--- src/hdl/efsd_pkg.sv ---
// Package for the earliest-free server dispatch block: fixed field widths.
`default_nettype none
package efsd_pkg;
	localparam int CFG_W      = 4;
	localparam int SVC_W      = 16;
	localparam int WIN_OUT_W  = 3;
	localparam int TIME_OUT_W = 48;
	localparam logic [CFG_W-1:0] ACTIVE_RESET = CFG_W'(1);
endpackage
`default_nettype wire

--- src/hdl/earliest_free_server_dispatch.sv ---
// Earliest-free server dispatch: picks a server per job and reports start and wait times.
//
// Input channel: service_time and last_customer with in_valid/in_stall; an item is taken
// at a rising edge with in_valid high and in_stall low. Output channel: window_index,
// start_time, wait_time, cum_wait, batch_done and overflow with out_valid/out_stall.
// Configuration: cfg_we writes cfg_data into the active server count (0 acts as 1,
// values above MAX_WINDOWS act as MAX_WINDOWS). Write it only while the block is idle.
// An item lands in an input register at its accepting edge; its result is registered
// in the output register when the item advances, and is offered from there. One item
// is taken per cycle, sustained while out_stall is low: the per-item minimum search
// over the server free times, the start-time select and the saturating adds are
// combinational from the free-time registers. A stalled result holds in the output
// register while the next item waits in the input register; in_stall rises only when both are full.
// The job arrival time is its position in the batch. After the item flagged
// last_customer, the free times, arrival count, wait sum and overflow flag return to
// zero; the server count is kept. Reset clears all of this and sets the count to one.
`default_nettype none
module earliest_free_server_dispatch #(
	parameter int MAX_WINDOWS = 8,
	parameter int TIME_BITS   = 48
) (
	input  wire logic                               clk,
	input  wire logic                               arst_n,
	input  wire logic                               cfg_we,
	input  wire logic [efsd_pkg::CFG_W-1:0]         cfg_data,
	input  wire logic                               in_valid,
	output logic                                    in_stall,
	input  wire logic [efsd_pkg::SVC_W-1:0]         service_time,
	input  wire logic                               last_customer,
	output logic                                    out_valid,
	input  wire logic                               out_stall,
	output logic [efsd_pkg::WIN_OUT_W-1:0]          window_index,
	output logic [efsd_pkg::TIME_OUT_W-1:0]         start_time,
	output logic [efsd_pkg::TIME_OUT_W-1:0]         wait_time,
	output logic [efsd_pkg::TIME_OUT_W-1:0]         cum_wait,
	output logic                                    batch_done,
	output logic                                    overflow
);
	localparam int IDX_W  = (MAX_WINDOWS > 1) ? $clog2(MAX_WINDOWS) : 1;
	localparam int LEAVES = 1 << IDX_W;
	localparam logic [TIME_BITS-1:0] TIME_MAX = {TIME_BITS{1'b1}};

	logic [efsd_pkg::CFG_W-1:0] active_q;
	logic [TIME_BITS-1:0]       free_q [MAX_WINDOWS];
	logic [TIME_BITS-1:0]       arrival_q;
	logic [TIME_BITS-1:0]       wait_sum_q;
	logic                       ovf_q;

	logic                       valid_s1;
	logic [efsd_pkg::SVC_W-1:0] svc_s1;
	logic                       last_s1;

	logic                       valid_s2;
	logic [IDX_W-1:0]           win_s2;
	logic [TIME_BITS-1:0]       start_s2;
	logic [TIME_BITS-1:0]       wait_s2;
	logic [TIME_BITS-1:0]       sum_s2;
	logic                       done_s2;
	logic                       ovf_s2;

	logic                       adv;

	// min tree, heap order, leaves at LEAVES .. 2*LEAVES-1
	logic                       node_v [1:2*LEAVES-1];
	logic [TIME_BITS-1:0]       node_t [1:2*LEAVES-1];
	logic [IDX_W-1:0]           node_i [1:2*LEAVES-1];

	logic [IDX_W-1:0]           best;
	logic [TIME_BITS-1:0]       best_free;
	logic [TIME_BITS-1:0]       start_c;
	logic [TIME_BITS-1:0]       wait_c;
	logic [TIME_BITS:0]         sum_w;
	logic [TIME_BITS:0]         free_w;
	logic [TIME_BITS:0]         arr_w;
	logic [TIME_BITS-1:0]       sum_c;
	logic [TIME_BITS-1:0]       free_c;
	logic [TIME_BITS-1:0]       arr_c;
	logic                       ovf_c;

	assign adv      = valid_s1 && (!valid_s2 || !out_stall);
	assign in_stall = valid_s1 && !adv;

	always_comb begin
		for (int k = 1; k < 2*LEAVES; k++) begin
			node_v[k] = 1'b0;
			node_t[k] = '0;
			node_i[k] = '0;
		end
		for (int j = 0; j < MAX_WINDOWS; j++) begin
			node_v[LEAVES+j] = (j == 0) || (int'(active_q) > j);
			node_t[LEAVES+j] = free_q[j];
			node_i[LEAVES+j] = IDX_W'(j);
		end
		for (int k = LEAVES-1; k >= 1; k--) begin
			if (node_v[2*k+1] && (!node_v[2*k] || node_t[2*k+1] < node_t[2*k])) begin
				node_v[k] = node_v[2*k+1];
				node_t[k] = node_t[2*k+1];
				node_i[k] = node_i[2*k+1];
			end else begin
				node_v[k] = node_v[2*k];
				node_t[k] = node_t[2*k];
				node_i[k] = node_i[2*k];
			end
		end
	end

	assign best      = node_i[1];
	assign best_free = node_t[1];
	assign start_c   = (best_free > arrival_q) ? best_free : arrival_q;
	assign wait_c    = start_c - arrival_q;

	assign sum_w  = {1'b0, wait_sum_q} + {1'b0, wait_c};
	assign free_w = {1'b0, start_c} + (TIME_BITS+1)'(svc_s1);
	assign arr_w  = {1'b0, arrival_q} + (TIME_BITS+1)'(1);

	assign sum_c  = sum_w[TIME_BITS]  ? TIME_MAX : sum_w[TIME_BITS-1:0];
	assign free_c = free_w[TIME_BITS] ? TIME_MAX : free_w[TIME_BITS-1:0];
	assign arr_c  = arr_w[TIME_BITS]  ? TIME_MAX : arr_w[TIME_BITS-1:0];
	assign ovf_c  = ovf_q || sum_w[TIME_BITS] || free_w[TIME_BITS] || arr_w[TIME_BITS];

	always_ff @(posedge clk or negedge arst_n) begin
		if (!arst_n) begin
			active_q <= efsd_pkg::ACTIVE_RESET;
		end else if (cfg_we) begin
			active_q <= cfg_data;
		end
	end

	always_ff @(posedge clk or negedge arst_n) begin
		if (!arst_n) begin
			for (int j = 0; j < MAX_WINDOWS; j++) free_q[j] <= '0;
			arrival_q  <= '0;
			wait_sum_q <= '0;
			ovf_q      <= 1'b0;
		end else if (adv) begin
			if (last_s1) begin
				for (int j = 0; j < MAX_WINDOWS; j++) free_q[j] <= '0;
				arrival_q  <= '0;
				wait_sum_q <= '0;
				ovf_q      <= 1'b0;
			end else begin
				for (int j = 0; j < MAX_WINDOWS; j++) begin
					if (best == IDX_W'(j)) free_q[j] <= free_c;
				end
				arrival_q  <= arr_c;
				wait_sum_q <= sum_c;
				ovf_q      <= ovf_c;
			end
		end
	end

	always_ff @(posedge clk or negedge arst_n) begin
		if (!arst_n) begin
			valid_s1 <= 1'b0;
			valid_s2 <= 1'b0;
		end else begin
			if (!in_stall) valid_s1 <= in_valid;
			if (adv) valid_s2 <= 1'b1;
			else if (!out_stall) valid_s2 <= 1'b0;
		end
	end

	always_ff @(posedge clk) begin
		if (in_valid && !in_stall) begin
			svc_s1  <= service_time;
			last_s1 <= last_customer;
		end
		if (adv) begin
			win_s2   <= best;
			start_s2 <= start_c;
			wait_s2  <= wait_c;
			sum_s2   <= sum_c;
			done_s2  <= last_s1;
			ovf_s2   <= ovf_c;
		end
	end

	assign out_valid    = valid_s2;
	assign window_index = efsd_pkg::WIN_OUT_W'(win_s2);
	assign start_time   = efsd_pkg::TIME_OUT_W'(start_s2);
	assign wait_time    = efsd_pkg::TIME_OUT_W'(wait_s2);
	assign cum_wait     = efsd_pkg::TIME_OUT_W'(sum_s2);
	assign batch_done   = done_s2;
	assign overflow     = ovf_s2;

	a_stall_needs_s1: assert property (@(posedge clk) disable iff (!arst_n)
		in_stall |-> valid_s1)
		else $error("input stalled with an empty input register");

	a_adv_fills_out: assert property (@(posedge clk) disable iff (!arst_n)
		adv |=> valid_s2)
		else $error("result lost on advance");

	a_drain: assert property (@(posedge clk) disable iff (!arst_n)
		(valid_s2 && !out_stall && !adv) |=> !valid_s2)
		else $error("taken result offered again");

	a_batch_clear: assert property (@(posedge clk) disable iff (!arst_n)
		(adv && last_s1) |=> (arrival_q == '0 && wait_sum_q == '0 && !ovf_q))
		else $error("batch state not cleared after last item");
endmodule
`default_nettype wire
--- config.mk ---
export PLATFORM = sky130hd
export DESIGN_NAME = earliest_free_server_dispatch
export DESIGN_NICKNAME = d
export VERILOG_FILES = /design/src/hdl/efsd_pkg.sv /design/src/hdl/earliest_free_server_dispatch.sv
export SDC_FILE = /design/constraint.sdc
export NUM_CORES = 2
export LEC_CHECK = 0
export ABC_AREA = 1
export BUFFER_PORTS_ARGS = -buffer_cell sky130_fd_sc_hd__buf_2
export CAP_MARGIN = 20
export CORE_MARGIN = 5
export CORE_UTILIZATION = 60
export CTS_BUF_LIST = sky130_fd_sc_hd__clkbuf_8
export DETAILED_ROUTE_END_ITERATION = 10
export PLACE_DENSITY = 0.87
export SLEW_MARGIN = 20
export SYNTH_ARGS = -nofsm -noshare
export SYNTH_HDL_FRONTEND = slang
export SYNTH_SLANG_ARGS = --single-unit
export TNS_END_PERCENT = 5
--- constraint.sdc ---
create_clock -name clk -period 17 [get_ports clk]
set_input_delay 3.4 -clock clk [delete_from_list [all_inputs] [get_ports clk]]
set_output_delay 3.4 -clock clk [all_outputs]
set_load 0.005 [all_outputs]
==> qor.yml <==
die-area_um2: 78900
end_kind: "flip-flop"
maxSlewHeadroom: 0.233
io_buffer_count: 176
drv_slew: 0
drtAntennaViolNets: 0
postSynthAreaPerCell_um2: 7.79
grt_pass1_wl_um: 205000
dpl.hpwl_um: 94200
clk_latency_ns: 0.74
worst_slew_pin_slew_ns: 1.14
final_cells: 6841
grt_overflow: 0
synthTopCellsByCount: "nand2_1 (1668), o21ai_0 (665), inv_1 (560), ha_1 (489), dfrtp_1 (486)"
yosys_warnings: 0
grt_use_met2: 0.512
grt_antenna_before_repair: 2
synth_top_area_cell: "dfrtp_1"
max_freq_mhz: 62.5
yosysUniqueCellTypes: 66
startpoint: "free_q[142]"
synthArstFlopShare: 0.746
hold_violations: 0
hold_buffers: 0
slowest_stage: "o21ai_0"
cts_made_buffers: 109
core_area_um2: 72800
reg2reg_slack_ns: 1.00
cts_tree: "yes"
grt_pass1_vias: 38904
seq_area_frac_synth: 0.390
r2r-start: "free_q[142]"
synth_edf_count: 166
min_from: "free_q[279]"
whs_ns: 0.480
grt_usage: 0.320
use_met3: 0.0607
clk_pin_slew_ns: 0.06
drc: 0
yosysMostFrequentCell: "nand2_1"
synth_nets: 6173
cts.sinks: 653
max-cap-violations: 0
reg2reg_to: "cum_wait[42]"
clock_skew_ns: 0.0412
cp-start-kind: "flip-flop"
setup_viol: 0
arrival_ns: 16.48
nets: 6309
use_met1: 0.433
avgViaCountPerCell: 5.97
grt_max_degree: 95
vias: 40808
worst-path-max-fanout: 49
die_x_um: 281
slowest_delay_ns: 0.43
min_path_type: "flip-flop to flip-flop"
start_util: 0.605
wl_per_cell_um: 19.1
drive_gt1_frac: 0.0951
syn_inst: 5655
path_class: "flip-flop to flip-flop"
whs_endpoint: "free_q[279]"
netlist_area_um2: 44100
die_h_um: 281
num_rows: 99
area_growth_pct: 9.54
wirelength_um: 131000
synth_area_leaders: "dfrtp_1 (28%), nand2_1 (14%), ha_1 (14%)"
dpl.cell_count: 6637
gp_congestion: 0.983
synth_top_area_frac: 0.276
period_needed_ns: 16.00
r2r_cells: 86
fin_crit_sh: 0.941
io_pins: 177
synth_ff_type: "dfrtp_1"
cp_data_required_time_ns: 17.48
clockBufferDepth: 3
busiest_layer: "met2"
first_pass_iters: 8
hold_depth: 2
htreeDepth: 3
status: "finished clean"
clk_root_buffer_cell: "clkbuf_8"
ys_ff_latch: 653
cpMostUsedCell: "nand2_1"
drt_iter0_markers: 4182
-- layout make-up --
type / instances / area [um2]
clock inverter: 66 / 389
tap: 959 / 1200
multi-input combinational: 4210 / 24000
sequential: 653 / 17200
antenna: 1 / 2.50
inverter: 579 / 2230
clock buffer: 135 / 1860
timing repair inverter: 1 / 8.76
timing repair buffer: 237 / 1420
fill: 5947 / 24600
-- cell families after synthesis --
kind of cell / Yosys count / share of synthesized area
buffers and inverters: 793 / 0.0696
AO/OA/AOI/OAI: 1189 / 0.145
XOR/XNOR: 112 / 0.0224
adder cells (fa/ha/maj): 492 / 0.140
flip-flops: 653 / 0.390
AND/OR/NAND/NOR: 2416 / 0.233
-- registers in the layout, indices dropped and copies added, names as in the netlist, 3 cells and up --
register and flops:
free_q 384, arrival_q 48, cum_wait 48, start_time 48, wait_sum_q 48, wait_time 48, svc_s1 16, active_q 4
window_index 3
-- per-stage QoR --
| step | instance area [um2] | setup TNS (ns) | setup slack [ns] | util |
|---|---|---|---|---|
| final | 48300 | 0 | 1.00 | 0.663 |
| after global routing | 48300 | -0.233 | -0.0888 | 0.663 |
| after CTS | 48100 | 0 | 0.0121 | 0.660 |
| after detailed placement | 45800 | -42.28 | -0.555 | 0.629 |
| after global placement | 45800 | -11.70 | -0.265 | 0.629 |
| after floorplan | 44100 | 0 | 2.19 | - |
-- worst max-delay path by stage --
stage,endpoint,slack (ns),cells after the start
after CTS,wait_sum_q[31],0.01,83
after floorplan,cum_wait[42],2.19,103
after global routing,cum_wait[42],-0.09,89
final,cum_wait[42],1.00,86
after detailed placement,wait_sum_q[35],-0.55,84
after global placement,wait_sum_q[35],-0.27,85
-- placed cells by master, fill, tap and decap left out, types with 7 or more instances in the layout --
master       n
a22o_1      26
nand3b_1    18
clkinv_2    13
nand2_4     13
a21o_1       8
o21a_1      10
and2_1       7
nand2_2     22
inv_2       23
o21ai_1     83
nand3_1    278
buf_4       52
nor2_1     198
edfxtp_1   166
or2_2       21
xor2_1      83
nor2_2      12
o22ai_1     14
nand4_1     71
nand2_1   1667
a211oi_1    19
inv_1      582
nor3_1      47
o21bai_1    11
nor4_1      16
buf_2      175
a21oi_2      8
dfrtp_1    486
o21ai_2     12
ha_1       489
o21ai_0    629
a31oi_1     19
xnor2_1     28
a21oi_1    309
clkbuf_8   135
nand3_2     20
clkinv_1    13
o221ai_1     9
-- critical path, delay by kind of cell, from the launching register on --
| kind | cells | cell delay [ns] |
|---|---|---|
| flip-flops | 1 | 0.40 |
| AO/OA/AOI/OAI | 33 | 7.32 |
| AND/OR/NAND/NOR | 34 | 3.84 |
| adder cells (fa/ha/maj) | 6 | 1.92 |
| XOR/XNOR | 1 | 0.31 |
| buffers and inverters | 12 | 1.86 |
-- per-layer routing --
metal | wire length (um) | vias to the layer above
li1 | - | 19232
met1 | 52200 | 19027
met2 | 59000 | 2181
met3 | 13900 | 366
met4 | 5420 | 2
met5 | 7 | -
-- what timing repair did --
| item | CTS | global route |
|---|---|---|
| setup endpoints to repair | 98 | 100 |
| pin swaps | 0 | 2 |
| gates cloned | 0 | 2 |
| setup buffers | 0 | 0 |
| resized for setup | 5 | 71 |
Power is not shown: default switching activity piles up to over one toggle a cycle in this logic, so the estimate is an artifact.
